===== src/hw/rtl/fisr_pkg.sv =====
// ----------------------------------------------------------------------------
// fisr_pkg
// shared types, constants and the round-and-pack helper for the fast
// reciprocal square root pipeline
// ----------------------------------------------------------------------------
package fisr_pkg;

  localparam logic [31:0] SEED_MAGIC = 32'h5f3759df;
  localparam logic [31:0] ONE_HALF   = 32'h3f000000;
  localparam logic [31:0] THREE_HALF = 32'h3fc00000;
  localparam logic [31:0] CANON_NAN  = 32'h7fc00000;

  // register stages of the two arithmetic units
  localparam int MUL_LAT = 3;
  localparam int SUB_LAT = 4;

  // operand class flags carried next to the datapath
  typedef struct packed {
    logic nan;
    logic inf;
    logic zero;
  } special_t;

  // n: 24-bit significand with leading one at the top, then guard, then sticky
  // value = 1.f * 2^(e-127); handles gradual underflow and overflow to inf
  function automatic logic [31:0] round_pack(input logic sgn,
                                             input logic signed [9:0] e,
                                             input logic [25:0] n);
    logic [9:0]  sh;
    logic [51:0] wide;
    logic [25:0] s;
    logic        inc;
    logic [24:0] rm;
    logic [7:0]  base;
    logic [30:0] mag;
    if (e > 10'sd0) begin
      sh = 10'd0;
    end else begin
      sh = 10'(10'sd1 - e);
    end
    if (sh > 10'd27) begin
      sh = 10'd27;
    end
    wide = {n, 26'b0} >> sh;
    s    = {wide[51:27], wide[26] | (|wide[25:0])};
    inc  = s[1] & (s[0] | s[2]);
    rm   = {1'b0, s[25:2]} + 25'(inc);
    base = (e > 10'sd0) ? 8'(e - 10'sd1) : 8'd0;
    mag  = {base, 23'b0} + 31'(rm);
    if (e >= 10'sd255) begin
      round_pack = {sgn, 8'hff, 23'b0};
    end else begin
      round_pack = {sgn, mag};
    end
  endfunction

endpackage


===== src/hw/rtl/fisr_fmul.sv =====
// ----------------------------------------------------------------------------
// fisr_fmul
// three-stage single-precision multiplier, round to nearest even
// ----------------------------------------------------------------------------
module fisr_fmul (
  input  logic        clk,
  input  logic        en,
  input  logic [31:0] a,
  input  logic [31:0] b,
  output logic [31:0] y
);

  logic [7:0]  ea, eb, eae, ebe;
  logic [22:0] fa, fb;
  logic        nan_a, nan_b, inf_a, inf_b, zero_a, zero_b;
  fisr_pkg::special_t sp0;

  // stage 1: significand product
  logic [47:0]        s1_p;
  logic signed [9:0]  s1_e;
  logic               s1_sgn;
  fisr_pkg::special_t s1_sp;

  // stage 2: normalized
  logic [25:0]        s2_n;
  logic signed [9:0]  s2_e;
  logic               s2_sgn;
  fisr_pkg::special_t s2_sp;

  logic [5:0]  lz;
  logic        found;
  logic [47:0] pn;

  always_comb begin
    ea = a[30:23];
    eb = b[30:23];
    fa = a[22:0];
    fb = b[22:0];
    nan_a  = (ea == 8'hff) && (fa != 23'd0);
    nan_b  = (eb == 8'hff) && (fb != 23'd0);
    inf_a  = (ea == 8'hff) && (fa == 23'd0);
    inf_b  = (eb == 8'hff) && (fb == 23'd0);
    zero_a = (ea == 8'd0) && (fa == 23'd0);
    zero_b = (eb == 8'd0) && (fb == 23'd0);
    eae = (ea == 8'd0) ? 8'd1 : ea;
    ebe = (eb == 8'd0) ? 8'd1 : eb;
    sp0.nan  = nan_a | nan_b | (inf_a & zero_b) | (inf_b & zero_a);
    sp0.inf  = inf_a | inf_b;
    sp0.zero = zero_a | zero_b;
  end

  always_ff @(posedge clk) begin
    if (en) begin
      s1_p   <= {|ea, fa} * {|eb, fb};
      s1_e   <= $signed({2'b0, eae}) + $signed({2'b0, ebe}) - 10'sd126;
      s1_sgn <= a[31] ^ b[31];
      s1_sp  <= sp0;
    end
  end

  // leading zero search
  always_comb begin
    lz    = 6'd0;
    found = 1'b0;
    for (int i = 47; i >= 0; i--) begin
      if (!found && s1_p[i]) begin
        found = 1'b1;
        lz    = 6'(47 - i);
      end
    end
    pn = s1_p << lz;
  end

  always_ff @(posedge clk) begin
    if (en) begin
      s2_n   <= {pn[47:23], |pn[22:0]};
      s2_e   <= s1_e - $signed({4'b0, lz});
      s2_sgn <= s1_sgn;
      s2_sp  <= s1_sp;
    end
  end

  always_ff @(posedge clk) begin
    if (en) begin
      if (s2_sp.nan) begin
        y <= fisr_pkg::CANON_NAN;
      end else if (s2_sp.inf) begin
        y <= {s2_sgn, 8'hff, 23'b0};
      end else if (s2_sp.zero) begin
        y <= {s2_sgn, 31'b0};
      end else begin
        y <= fisr_pkg::round_pack(s2_sgn, s2_e, s2_n);
      end
    end
  end

endmodule


===== config.mk =====
export PLATFORM = sky130hd
export DESIGN_NAME = fisr_fmul
export DESIGN_NICKNAME = d
export VERILOG_FILES = /design/src/hw/rtl/fisr_pkg.sv /design/src/hw/rtl/fisr_fmul.sv
export SDC_FILE = /design/constraint.sdc
export NUM_CORES = 2
export LEC_CHECK = 0
export BUFFER_PORTS_ARGS = -buffer_cell sky130_fd_sc_hd__buf_2
export CORE_ASPECT_RATIO = 1.5
export CORE_UTILIZATION = 47
export DETAILED_ROUTE_END_ITERATION = 6
export PLACE_DENSITY = 0.63
export SYNTH_ARGS = -nofsm -noshare
export SYNTH_HDL_FRONTEND = slang
export SYNTH_SLANG_ARGS = --single-unit

===== constraint.sdc =====
create_clock -name clk -period 11.07 [get_ports clk]
set_clock_uncertainty 0.2 [all_clocks]
set_input_delay 0.5535 -clock clk [delete_from_list [all_inputs] [get_ports clk]]
set_output_delay 0.5535 -clock clk [all_outputs]
set_load 0.005 [all_outputs]

==> impl_metrics.tcl <==
set metrics [dict create \
    status "finished clean" \
    synth_top_area_share_pct 32.6 \
    synthCells 3309 \
    area.growth.synth_to_final_pct 5.08 \
    synth_common_cells "inv_1 (545), fa_1 (484), nand2_1 (474), and2_1 (224), ha_1 (200)" \
    grt_pass1_vias 24500 \
    cts_tree "built" \
    coreArea_mm2 0.0624 \
    postCtsSetupBuffers 0 \
    ys_warn_count 0 \
    holdCritPathClass "primary input to flip-flop" \
    synthesis.nets 4059 \
    ys_seq_area_share_pct 13.5 \
    holdBufCountCts 0 \
    tightest_slew_ns 1.05 \
    fp.dieArea_mm2 0.0643 \
    crit_top_cell "fa_1" \
    diodes 0 \
    grt.overflow.total 0 \
    required_ns 11.06 \
    fin_crit_sh_pct 77.1 \
    finalSetupViolCount 0 \
    cp_data_arrival_time_ns 8.52 \
    io_buffers 97 \
    gp_congestion 0.969 \
    finalNetCount 4014 \
    dp_hpwl_mm 66.0 \
    start_kind "primary input" \
    drv_slew 0 \
    synth.area.top_cells "fa_1 (33%), edfxtp_1 (14%), ha_1 (8.4%), inv_1 (6.9%), nand2_1 (6.0%)" \
    ys_seq_elements 134 \
    cpLargestDelayFamily "adder cells" \
    cts.repair.resized 0 \
    finalCriticalPeriod_ns 8.54 \
    h-tree-depth 4 \
    fmax_mhz 117 \
    start_util_pct 47.7 \
    die_y_um 310 \
    track_usage_pct 26.8 \
    synth_cell_types 105 \
    synth_area_leader_cell "fa_1" \
    hp-start "a[31]" \
    clkTransAtPathRegs_ns 0.07 \
    r2r_start "s2_e[1]$_DFFE_PP_" \
    cp-end-kind "flip-flop" \
    drc 0 \
    timing.setup.tns_ns 0 \
    dr.pass1.iters 6 \
    clk_latency_ns 0.45 \
    wire_per_inst_um 20.6 \
    routed_wl_mm 84.1 \
    rsz0062_at_grt "no" \
    drive_gt1_share_pct 7.08 \
    maxCapViolCount 0 \
    rows 112 \
    yosysMostFrequentCell "inv_1" \
    crit_path_top_delay_cell "fa_1" \
    critPathLaunch "a[17]" \
    vias 23300 \
    syn_area_mm2 0.0297 \
    cts_inserted_buffers 17 \
    placed_cell_area_mm2 0.0306 \
    final_cell_area_mm2 0.0312 \
    cts_sinks 134 \
    die_w_um 207 \
    max_slew_margin_pct 30.2 \
    path_buf_inv 4 \
    drt_iter0_drc 1436 \
    grt_max_degree 84 \
    finalHoldViolations 0 \
    grt_antenna_before_repair 0 \
    cts_buffer_depth 2 \
    grt_pass1_wl_mm 133 \
    setup.worst_path.class "primary input to flip-flop" \
    ios 98 \
    synth_ff_type "edfxtp_1" \
    synth-edff-count 134 \
    worstPathMaxFanout 25 \
    drtAntennaViolNets 0 \
    syn_avg_cell_area_um2 8.99 \
    root_buffer "clkbuf_16" \
    slowest_delay_ns 0.60 \
    vias_per_cell 5.72 \
    async_flop_share_pct 0 \
]
-- cell usage in the layout, fill, tap and decap left out, types with 13 or more instances in the layout --
master and instances:
o31ai_1 13, mux2_2 28, and3_1 22, xor2_1 28
nand3_1 37, mux2i_1 128, and2_1 224, a31oi_1 17
xnor2_1 48, nor2_1 144, nand2_1 474, nor3_1 40
o211ai_1 13, o21a_1 16, a21oi_1 103, clkbuf_16 17
a211oi_1 21, fa_1 484, nand4_1 20, ha_1 200
o21ai_0 74, buf_4 23, edfxtp_1 134, inv_1 545
o21bai_1 17, nor4_1 31, a21o_1 34, buf_2 96
-- final timing paths --
kind	cells after the start	slack [ns]	end
worst min register to register	0	0.22	s2_sp[0]$_DFFE_PP_
worst max register to register	19	4.07	y[28]$_SDFFCE_PP1P_
worst min-delay path	2	0.22	s1_sgn$_DFFE_PP_
worst max-delay path	25	2.53	s1_p[44]$_DFFE_PP_
-- metal layers --
metal	GRT usage (%)	vias to the layer above	part of all wire, %
met3	2.59	252	4.5
met4	16.6	0	6.4
met2	51.0	762	53
met5	0	-	0
met1	28.5	11600	36
li1	-	10700	-
-- per-stage QoR --
stage	hold slack [ns]	util (%)	worst slack, ns	cells
after floorplan	0.200	-	2.70	3309
after global placement	0.206	49.1	2.17	4043
after detailed placement	0.207	49.1	2.09	4043
after CTS	0.198	50.1	2.56	4075
after global routing	0.205	50.1	2.10	4075
final	0.216	50.1	2.53	4075
-- layout make-up --
| type | count | area (µm²) |
|---|---|---|
| flip-flops and latches | 134 | 4020 |
| inverters | 548 | 2060 |
| multi-input cells | 2443 | 22900 |
| clock buffers | 18 | 429 |
| fillers | 5954 | 31100 |
| repair buffers | 120 | 664 |
| clock inverters | 14 | 168 |
| well taps | 798 | 998 |
-- registers in the layout, indices dropped and copies added, names as in the netlist --
register / cells
s2_sp: 3
s2_sgn: 1
y: 32
s2_n: 26
s1_e: 10
s1_sp: 3
s2_e: 10
s1_p: 48
s1_sgn: 1
-- cells by family after synthesis --
family | synth area share [%]
flops | 13.5
compound gates | 10.6
fa+ha+maj | 41.0
mux | 5.50
xor+xnor | 2.24
simple gates | 17.6
buf+inv | 9.53
Power is not shown: default switching activity piles up to over one toggle a cycle in this logic, so the estimate is an artifact.
