File: src/hw/rtl/fisr_pkg.sv
// ----------------------------------------------------------------------------
// fisr_pkg
// shared types, constants and the round-and-pack helper for the fast
// reciprocal square root pipeline
// ----------------------------------------------------------------------------
package fisr_pkg;

  localparam logic [31:0] SEED_MAGIC = 32'h5f3759df;
  localparam logic [31:0] ONE_HALF   = 32'h3f000000;
  localparam logic [31:0] THREE_HALF = 32'h3fc00000;
  localparam logic [31:0] CANON_NAN  = 32'h7fc00000;

  // register stages of the two arithmetic units
  localparam int MUL_LAT = 3;
  localparam int SUB_LAT = 4;

  // operand class flags carried next to the datapath
  typedef struct packed {
    logic nan;
    logic inf;
    logic zero;
  } special_t;

  // n: 24-bit significand with leading one at the top, then guard, then sticky
  // value = 1.f * 2^(e-127); handles gradual underflow and overflow to inf
  function automatic logic [31:0] round_pack(input logic sgn,
                                             input logic signed [9:0] e,
                                             input logic [25:0] n);
    logic [9:0]  sh;
    logic [51:0] wide;
    logic [25:0] s;
    logic        inc;
    logic [24:0] rm;
    logic [7:0]  base;
    logic [30:0] mag;
    if (e > 10'sd0) begin
      sh = 10'd0;
    end else begin
      sh = 10'(10'sd1 - e);
    end
    if (sh > 10'd27) begin
      sh = 10'd27;
    end
    wide = {n, 26'b0} >> sh;
    s    = {wide[51:27], wide[26] | (|wide[25:0])};
    inc  = s[1] & (s[0] | s[2]);
    rm   = {1'b0, s[25:2]} + 25'(inc);
    base = (e > 10'sd0) ? 8'(e - 10'sd1) : 8'd0;
    mag  = {base, 23'b0} + 31'(rm);
    if (e >= 10'sd255) begin
      round_pack = {sgn, 8'hff, 23'b0};
    end else begin
      round_pack = {sgn, mag};
    end
  endfunction

endpackage

File: src/hw/rtl/fisr_fsub.sv
// ----------------------------------------------------------------------------
// fisr_fsub
// four-stage single-precision subtractor y = a - b, round to nearest even
// ----------------------------------------------------------------------------
module fisr_fsub (
  input  logic        clk,
  input  logic        en,
  input  logic [31:0] a,
  input  logic [31:0] b,
  output logic [31:0] y
);

  logic        sa, sb;
  logic [7:0]  ea, eb, eae, ebe;
  logic [22:0] fa, fb;
  logic        nan_a, nan_b, inf_a, inf_b, a_big;
  fisr_pkg::special_t sp0;

  // stage 1: ordered operands
  logic [23:0]        s1_mb, s1_ms;
  logic [7:0]         s1_eb, s1_d;
  logic               s1_sgn, s1_sub, s1_zs, s1_is;
  fisr_pkg::special_t s1_sp;

  // stage 2: aligned sum
  logic [27:0]        s2_sum;
  logic [7:0]         s2_eb;
  logic               s2_sgn, s2_zs, s2_is;
  fisr_pkg::special_t s2_sp;

  // stage 3: normalized
  logic [25:0]        s3_n;
  logic signed [9:0]  s3_e;
  logic               s3_sgn, s3_zres, s3_zs, s3_is;
  fisr_pkg::special_t s3_sp;

  logic [7:0]  dc;
  logic [53:0] wide;
  logic [26:0] al;
  logic [4:0]  lz;
  logic        found;
  logic [27:0] sn;

  always_comb begin
    sa = a[31];
    sb = ~b[31];
    ea = a[30:23];
    eb = b[30:23];
    fa = a[22:0];
    fb = b[22:0];
    nan_a = (ea == 8'hff) && (fa != 23'd0);
    nan_b = (eb == 8'hff) && (fb != 23'd0);
    inf_a = (ea == 8'hff) && (fa == 23'd0);
    inf_b = (eb == 8'hff) && (fb == 23'd0);
    eae = (ea == 8'd0) ? 8'd1 : ea;
    ebe = (eb == 8'd0) ? 8'd1 : eb;
    a_big = (a[30:0] >= b[30:0]);
    sp0.nan  = nan_a | nan_b | (inf_a & inf_b & (sa != sb));
    sp0.inf  = inf_a | inf_b;
    sp0.zero = 1'b0;
  end

  always_ff @(posedge clk) begin
    if (en) begin
      s1_mb  <= a_big ? {|ea, fa} : {|eb, fb};
      s1_ms  <= a_big ? {|eb, fb} : {|ea, fa};
      s1_eb  <= a_big ? eae : ebe;
      s1_d   <= a_big ? (eae - ebe) : (ebe - eae);
      s1_sgn <= a_big ? sa : sb;
      s1_sub <= sa ^ sb;
      s1_zs  <= sa & sb;
      s1_is  <= inf_a ? sa : sb;
      s1_sp  <= sp0;
    end
  end

  // alignment with sticky
  always_comb begin
    dc   = (s1_d > 8'd27) ? 8'd27 : s1_d;
    wide = {s1_ms, 3'b0, 27'b0} >> dc;
    al   = {wide[53:28], wide[27] | (|wide[26:0])};
  end

  always_ff @(posedge clk) begin
    if (en) begin
      s2_sum <= s1_sub ? ({1'b0, s1_mb, 3'b0} - {1'b0, al})
                       : ({1'b0, s1_mb, 3'b0} + {1'b0, al});
      s2_eb  <= s1_eb;
      s2_sgn <= s1_sgn;
      s2_zs  <= s1_zs;
      s2_is  <= s1_is;
      s2_sp  <= s1_sp;
    end
  end

  always_comb begin
    lz    = 5'd0;
    found = 1'b0;
    for (int i = 27; i >= 0; i--) begin
      if (!found && s2_sum[i]) begin
        found = 1'b1;
        lz    = 5'(27 - i);
      end
    end
    sn = s2_sum << lz;
  end

  always_ff @(posedge clk) begin
    if (en) begin
      s3_n    <= {sn[27:4], sn[3], |sn[2:0]};
      s3_e    <= $signed({2'b0, s2_eb}) + 10'sd1 - $signed({5'b0, lz});
      s3_sgn  <= s2_sgn;
      s3_zres <= (s2_sum == 28'd0);
      s3_zs   <= s2_zs;
      s3_is   <= s2_is;
      s3_sp   <= s2_sp;
    end
  end

  always_ff @(posedge clk) begin
    if (en) begin
      if (s3_sp.nan) begin
        y <= fisr_pkg::CANON_NAN;
      end else if (s3_sp.inf) begin
        y <= {s3_is, 8'hff, 23'b0};
      end else if (s3_zres) begin
        y <= {s3_zs, 31'b0};
      end else begin
        y <= fisr_pkg::round_pack(s3_sgn, s3_e, s3_n);
      end
    end
  end

endmodule

File: config.mk
export PLATFORM = sky130hd
export DESIGN_NAME = fisr_fsub
export DESIGN_NICKNAME = d
export VERILOG_FILES = /design/src/hw/rtl/fisr_pkg.sv /design/src/hw/rtl/fisr_fsub.sv
export SDC_FILE = /design/constraint.sdc
export NUM_CORES = 1
export LEC_CHECK = 0
export BUFFER_PORTS_ARGS = -buffer_cell sky130_fd_sc_hd__buf_2
export CAP_MARGIN = 25
export CORE_MARGIN = 2
export CORE_UTILIZATION = 38
export CTS_CLUSTER_SIZE = 28
export DETAILED_ROUTE_END_ITERATION = 7
export PLACE_DENSITY_LB_ADDON = 0.08
export SYNTH_ARGS = -nofsm -noshare
export SYNTH_HDL_FRONTEND = slang
export SYNTH_SLANG_ARGS = --single-unit
File: constraint.sdc
create_clock -name clk -period 15.7 [get_ports clk]
set_input_delay 0.785 -clock clk [delete_from_list [all_inputs] [get_ports clk]]
set_output_delay 0.785 -clock clk [all_outputs]
set_load 0.02 [all_outputs]
==> results of run 1 <==
logic make-up (layout without fill, tap and decap cells):
kind of cell,after synthesis,in the layout
compound gates,598,598
xor+xnor,66,66
fa+ha+maj,120,120
buf+inv,264,291
flops,185,185
mux,164,164
simple gates,704,704
where the power goes:
group	switching (mW)	internal (mW)	leakage, nW
Combinational	0.586	0.344	5.61
Sequential	0.106	0.639	1.81
Clock	0.225	0.228	0.298
flip-flops by register name, indices dropped and copies added (netlist names), 8 cells and up:
signal  flops
s1_mb      24
s3_n       26
s3_e       10
s2_eb       8
s1_d        8
s2_sum     28
y          32
s1_eb       8
s1_ms      24
cell type report:
class,instances,area share
clock buffer,17,0.02178
sequential,185,0.2844
timing repair buffer,122,0.03684
inverter,137,0.02633
clock inverter,15,0.009545
multi-input combinational,1652,0.5822
tap,607,0.03889
metrics by stage:
stage / setup slack [ps] / hold WS (ps) / power [mW] / cells
after global routing: 8414 / 429.8 / 2.259 / 2735
after detailed placement: 9061 / 404.5 / 1.666 / 2701
final: 8816 / 421.9 / 2.129 / 2735
after global placement: 9155 / 403.2 / 1.672 / 2701
after floorplan: 10480 / 400.3 / 1.381 / 2101
after CTS: 9021 / 419.8 / 2.128 / 2733
final timing paths:
path,endpoint
setup / recovery,y[28]
hold / removal,s3_sgn
setup reg to reg,y[28]
hold reg to reg,s3_sgn
worst reg2reg max path, delay by kind of cell, from the launching register on:
family	cells	cell delay (ps)
buffers and inverters	2	710
DFF	1	650
muxes	1	360
AOI/OAI and AO/OA	5	2000
adders and majority gates	1	260
and+or+nand+nor	6	2730
synth_stat cells, drive strengths merged (16+ instances only):
cell and n:
ha 115, o21ai 133, nor2 187, o211ai 16, and3 19, o221ai 20, a211oi 34, nor3 58
nor4 36, buf 31, nand3 37, nand4 26, mux2 39, xor2 24, a221oi 22, nand2 213
o22ai 21, mux2i 118, xnor2 42, and2 26, a31oi 24, a22oi 20, inv 136, a21oi 142
nand2b 18, a21o 19, o21bai 17, clkbuf 96, nor2b 21, edfxtp 185
layer usage:
metal	up-vias	global-route usage	wire length [um]
li1	7894	-	-
met1	7810	0.3293	27050
met2	509	0.3714	26860
met3	77	0.03824	3004
met4	0	0.07447	1230
met5	-	0	0
==> results.sh, run 1 <==
export IMPL_syn_nets=2286
export IMPL_vdd_drop_max_uv=81.86
export IMPL_synth_edf_count=185
export IMPL_async_flop_share=0
export IMPL_cts_setup_buffers=0
export IMPL_dp_hpwl_mm=44.99
export IMPL_ant_nets=0
export IMPL_ios=98
export IMPL_synth_avg_cell_area_sq_um=8.544
export IMPL_final_common_cell="nand2_1"
export IMPL_multiInputGateArea_sq_um=11370
export IMPL_crit_fanout=30
export IMPL_synth_fa_ha_area_frac=0.08517
export IMPL_drv_slew=0
export IMPL_fillers=4702
export IMPL_yosys_area_top_type_share=0.3095
export IMPL_route_detailed_drc=0
export IMPL_synth_top_family_by_area="compound AO/OA/AOI/OAI gates"
export IMPL_ctsResizeCount=0
export IMPL_core_sq_um=46560
export IMPL_fin_crit_sh=0.4385
export IMPL_yosys_warnings=0
export IMPL_die_y_um=221.3
export IMPL_seqCellArea_sq_um=5555
export IMPL_io_buffers=97
export IMPL_crit_top_cell="nand2_1"
export IMPL_ys_ff_latch=185
export IMPL_cpLargestDelayFamily="simple AND/OR/NAND/NOR gates"
export IMPL_r2r_cells=15
export IMPL_synth_distinct_cells=93
export IMPL_min_period_ps=6884
export IMPL_h_tree_depth=4
export IMPL_worstHoldStart="s2_sgn"
export IMPL_synthMuxAreaShare=0.09905
export IMPL_yosysTopAreaCell="edfxtp_1"
export IMPL_clock_latency_ps=500
export IMPL_outcome="finished clean"
export IMPL_dr_pass1_iters=7
export IMPL_row_count=79
export IMPL_finalHoldViolations=0
export IMPL_grt_pass1_wl_mm=90.94
export IMPL_synth_xor_area_frac=0.03220
export IMPL_dieWidth_um=221.3
export IMPL_design_area_sq_um=19530
export IMPL_p_per_area_nw_per_um2=109.0
export IMPL_final_util=0.4195
export IMPL_endpoint_kind="register"
export IMPL_cp_num_buf_inv=2
export IMPL_worstReg2RegStart="s3_e[0]"
export IMPL_netlist_top_cells_area="edfxtp_1 31%, ha_1 8.0%, mux2i_1 6.6%, nand2_1 4.5%, a21oi_1 3.9%"
export IMPL_fmax_mhz=145.3
export IMPL_grt_use_total=0.2355
export IMPL_clk_pin_slew_ps=70
export IMPL_synth_simple_gate_area_share=0.1890
export IMPL_dieArea_sq_um=48990
export IMPL_fin_tns_setup_ps=0
export IMPL_critical_path_required_ps=16010
export IMPL_ys_seq_area_frac=0.3095
export IMPL_grt_max_degree=101
export IMPL_gp_congestion=0.9083
export IMPL_r2r_setup_slack_ps=8820
export IMPL_final_cell_mix="213 x nand2_1, 186 x nor2_1, 185 x edfxtp_1"
export IMPL_p_leak_nw=7.719
export IMPL_worstPathCellList="inv_1 > ha_1 > nor3b_1 > nand2_1 > o21bai_2 > buf_4 > o2111a_1 > nand2_1 > nor3_1 > o41ai_1 > or3_1 > or4b_4 > o31ai_4 > mux2_1 > a211oi_1"
export IMPL_syn_area_sq_um=17950
export IMPL_wl_mm=58.15
export IMPL_nNetsFinal=2300
export IMPL_n_antenna_cell=0
export IMPL_crit_path_start="s3_e[0]"
export IMPL_synth_compound_area_share=0.2262
export IMPL_hold_path_class="register to register"
export IMPL_syn_to_final_growth_pct=8.803
export IMPL_cts_made_buffers=17
export IMPL_grt_antenna_before_repair=0
export IMPL_via_per_inst=5.956
export IMPL_critPathSlowestCell="o2111a_1"
export IMPL_grt_setup_unrepaired="false"
export IMPL_vias=16290
export IMPL_setup_violations=0
export IMPL_clockRootBuffer="clkbuf_16"
export IMPL_relSlewSlack=0.3555
export IMPL_worst_pin_slew_ps=966.7
export IMPL_drv_cap=0
export IMPL_grt_ovfl_total=0
export IMPL_critPathLaunchType="register"
export IMPL_wl_per_cell_um=21.26
export IMPL_cts_tree="done"
export IMPL_cts_buffer_depth=2
export IMPL_grt_pass1_vias=15540
export IMPL_drtIter0Drc=1578
export IMPL_path_class="register to register"
export IMPL_hold_depth=0
export IMPL_initial_utilization=0.3856
export IMPL_synth_ff_type="edfxtp_1"
export IMPL_cp_slowest_stage_delay_ps=720
export IMPL_netlist_instances=2101
export IMPL_worstPathArrival_ps=7200
export IMPL_drive_gt1_frac=0.1128
export IMPL_crit_cells=15
export IMPL_cts_sinks=185
export IMPL_hold_buffers=0
export IMPL_skew_ps=23.10
export IMPL_placed_area_sq_um=18860
(Power assumes the default switching activity.)
==> run 2: changes to the inputs <==
Clock period 15.7 ns to 7.2 ns, I/O delays scaled along.
==> run 2 against run 1 <==
Effect of this change: the flow now finishes with violations (design-rule violations); critical path depth rose by 3; die area did not move; clock-buffer cell count did not move; flip-flop and latch count did not move; via count rose by 0.47%; critical endpoint unchanged; largest cell class unchanged.
==> results.sh, run 2 (synthesis gave the netlist of run 1 again) <==
export IMPL_drive_gt1_frac=0.1152
export IMPL_clock_latency_ps=480
export IMPL_hold_path_class="input port to register"
export IMPL_globalRouteMet1Util=0.3180
export IMPL_fmax_mhz=158.7
export IMPL_p_seq_frac=0.347
export IMPL_largest_reg_flops=32
export IMPL_worstPathArrival_ps=6610
export IMPL_cts_sinks=185
export IMPL_clockRootBuffer="clkbuf_16"
export IMPL_ios=98
export IMPL_skew_ps=19.32
export IMPL_n_antenna_cell=0
export IMPL_finalHoldViolations=0
export IMPL_dp_hpwl_mm=44.82
export IMPL_ctsResizeCount=0
export IMPL_top_usage_layer="met2"
export IMPL_p_switching_mw=1.948
export IMPL_final_common_cell="nand2_1"
export IMPL_wl_per_cell_um=20.90
export IMPL_crit_fanout=30
export IMPL_comb_power_share=0.442
export IMPL_design_area_sq_um=19560
export IMPL_worstReg2RegStart="s3_e[1]"
export IMPL_cts_buffer_depth=2
export IMPL_grt_use_total=0.2300
export IMPL_route_detailed_drc=8
export IMPL_hold_buffers=0
export IMPL_relSlewSlack=0.2289
export IMPL_fin_tns_setup_ps=0
export IMPL_vdd_drop_max_uv=137.6
export IMPL_min_period_ps=6303
export IMPL_intPower_mw=2.674
export IMPL_worst_pin_slew_ps=1128
export IMPL_critical_path_required_ps=7510
export IMPL_crit_path_start="s3_e[1]"
export IMPL_failed_checks="design-rule violations"
export IMPL_r2r_end="y[28]"
export IMPL_core_sq_um=46560
export IMPL_setup_violations=0
export IMPL_path_class="register to register"
export IMPL_cts_setup_buffers=0
export IMPL_nNetsFinal=2308
export IMPL_cts_tree="done"
export IMPL_dr_pass1_iters=8
export IMPL_cts_made_buffers=17
export IMPL_use_met2=0.3679
export IMPL_top_register="y"
export IMPL_vias=16370
export IMPL_clk_pin_slew_ps=70
export IMPL_final_cell_mix="213 x nand2_1, 187 x nor2_1, 185 x edfxtp_1"
export IMPL_grt_pass1_vias=15370
export IMPL_initial_utilization=0.3856
export IMPL_p_leak_nw=7.739
export IMPL_dieArea_sq_um=48990
export IMPL_endpoint="y[28]"
export IMPL_grt_antenna_before_repair=0
export IMPL_r2r_setup_slack_ps=900
export IMPL_wl_mm=57.30
export IMPL_met3_usage=0.03187
export IMPL_r2r_cells=18
export IMPL_die_y_um=221.3
export IMPL_p_sw_frac=0.4214
export IMPL_largestRegisters="y x32, s2_sum x28, s3_n x26"
export IMPL_drtIter0Drc=1333
export IMPL_drv_slew=0
export IMPL_grt_max_degree=101
export IMPL_grt_setup_unrepaired="false"
export IMPL_pwr_share_clk=0.211
export IMPL_via_per_inst=5.969
export IMPL_outcome="complete, but fails checks"
export IMPL_ant_nets=0
export IMPL_placed_area_sq_um=18950
export IMPL_drv_cap=0
export IMPL_h_tree_depth=4
export IMPL_p_per_area_nw_per_um2=236.3
export IMPL_endpoint_kind="register"
export IMPL_io_buffers=97
export IMPL_dieWidth_um=221.3
export IMPL_grt_pass1_wl_mm=89.00
export IMPL_grt_ovfl_total=0
export IMPL_row_count=79
export IMPL_critPathLaunchType="register"
export IMPL_gp_congestion=0.9470
export IMPL_syn_to_final_growth_pct=8.950
export IMPL_fin_crit_sh=0.8754
## run 2: cell types whose count changed in the layout (fill, tap and decap cells not counted)
cell,before,now
clkinv_4,1,2
clkinv_8,5,2
nor2_1,186,187
clkinv_2,1,0
buf_16,2,0
inv_6,4,1
buf_4,23,32
nor2_2,1,0
clkinvlp_4,0,2
inv_8,2,4
bufinv_16,1,2
buf_12,0,1
## run 2: routing by layer
metal / routed length (um) / share of wire
met5: 0 / 0
met4: 1595 / 0.028
met3: 2945 / 0.051
met2: 26540 / 0.46
met1: 26220 / 0.46
## run 2: critical path, stage by stage, from the launching register on
cell and delay (ps):
edfxtp_1 540, inv_1 170, ha_1 410, or4b_4 520, o41ai_2 230, nand2_1 150
a211oi_4 840, buf_12 290, mux2i_1 170, o22ai_1 270, o22a_1 330, nand4_1 280
nand2_1 170, ha_1 170, o21ai_0 210, or2_1 390, o31ai_4 400, mux2_1 360
a211oi_1 200
## run 2: final cells by class
class,instances,area (sq um)
Clock buffer,17,425.4
Clock inverter,14,182.7
Fill cell,4640,27000
Sequential cell,185,5555
Tap cell,607,759.5
Inverter,137,514.2
Multi-Input combinational cell,1652,11370
Timing Repair Buffer,130,752.0
## run 2: power by group through the flow
stage	sequential, mW	combinational [mW]	clock [mW]
6_report	1.60	2.04	0.976
5_1_grt	1.62	2.24	1.05
4_1_cts	1.60	2.02	1.02
3_5_place_dp	1.62	2.01	0
3_3_place_gp	1.62	2.03	0
2_1_floorplan	1.52	1.49	0
## run 2: stage by stage
stage               setup slack (ps)  std cells  hold WS, ps  power [mW]    util
floorplan                       1979       2101        400.3       3.011       -
global placement                1197       2711        403.1       3.654  0.4070
detailed placement              1066       2711        404.5       3.631  0.4070
CTS                             1013       2742        150.1       4.634  0.4201
global route                   444.4       2742        180.2       4.917  0.4201
finish                         896.9       2742        191.9       4.622  0.4201
## run 2: worst min path at each step
stage	startpoint	end	slack (ps)	cells after the start
CTS	a[31]	s1_is	150	3
global placement	s1_eb[5]	s2_eb[5]	400	0
detailed placement	s1_eb[0]	s2_eb[0]	400	0
finish	a[31]	s1_is	190	3
global route	a[31]	s1_sgn	180	2
floorplan	s1_eb[0]	s2_eb[0]	400	0
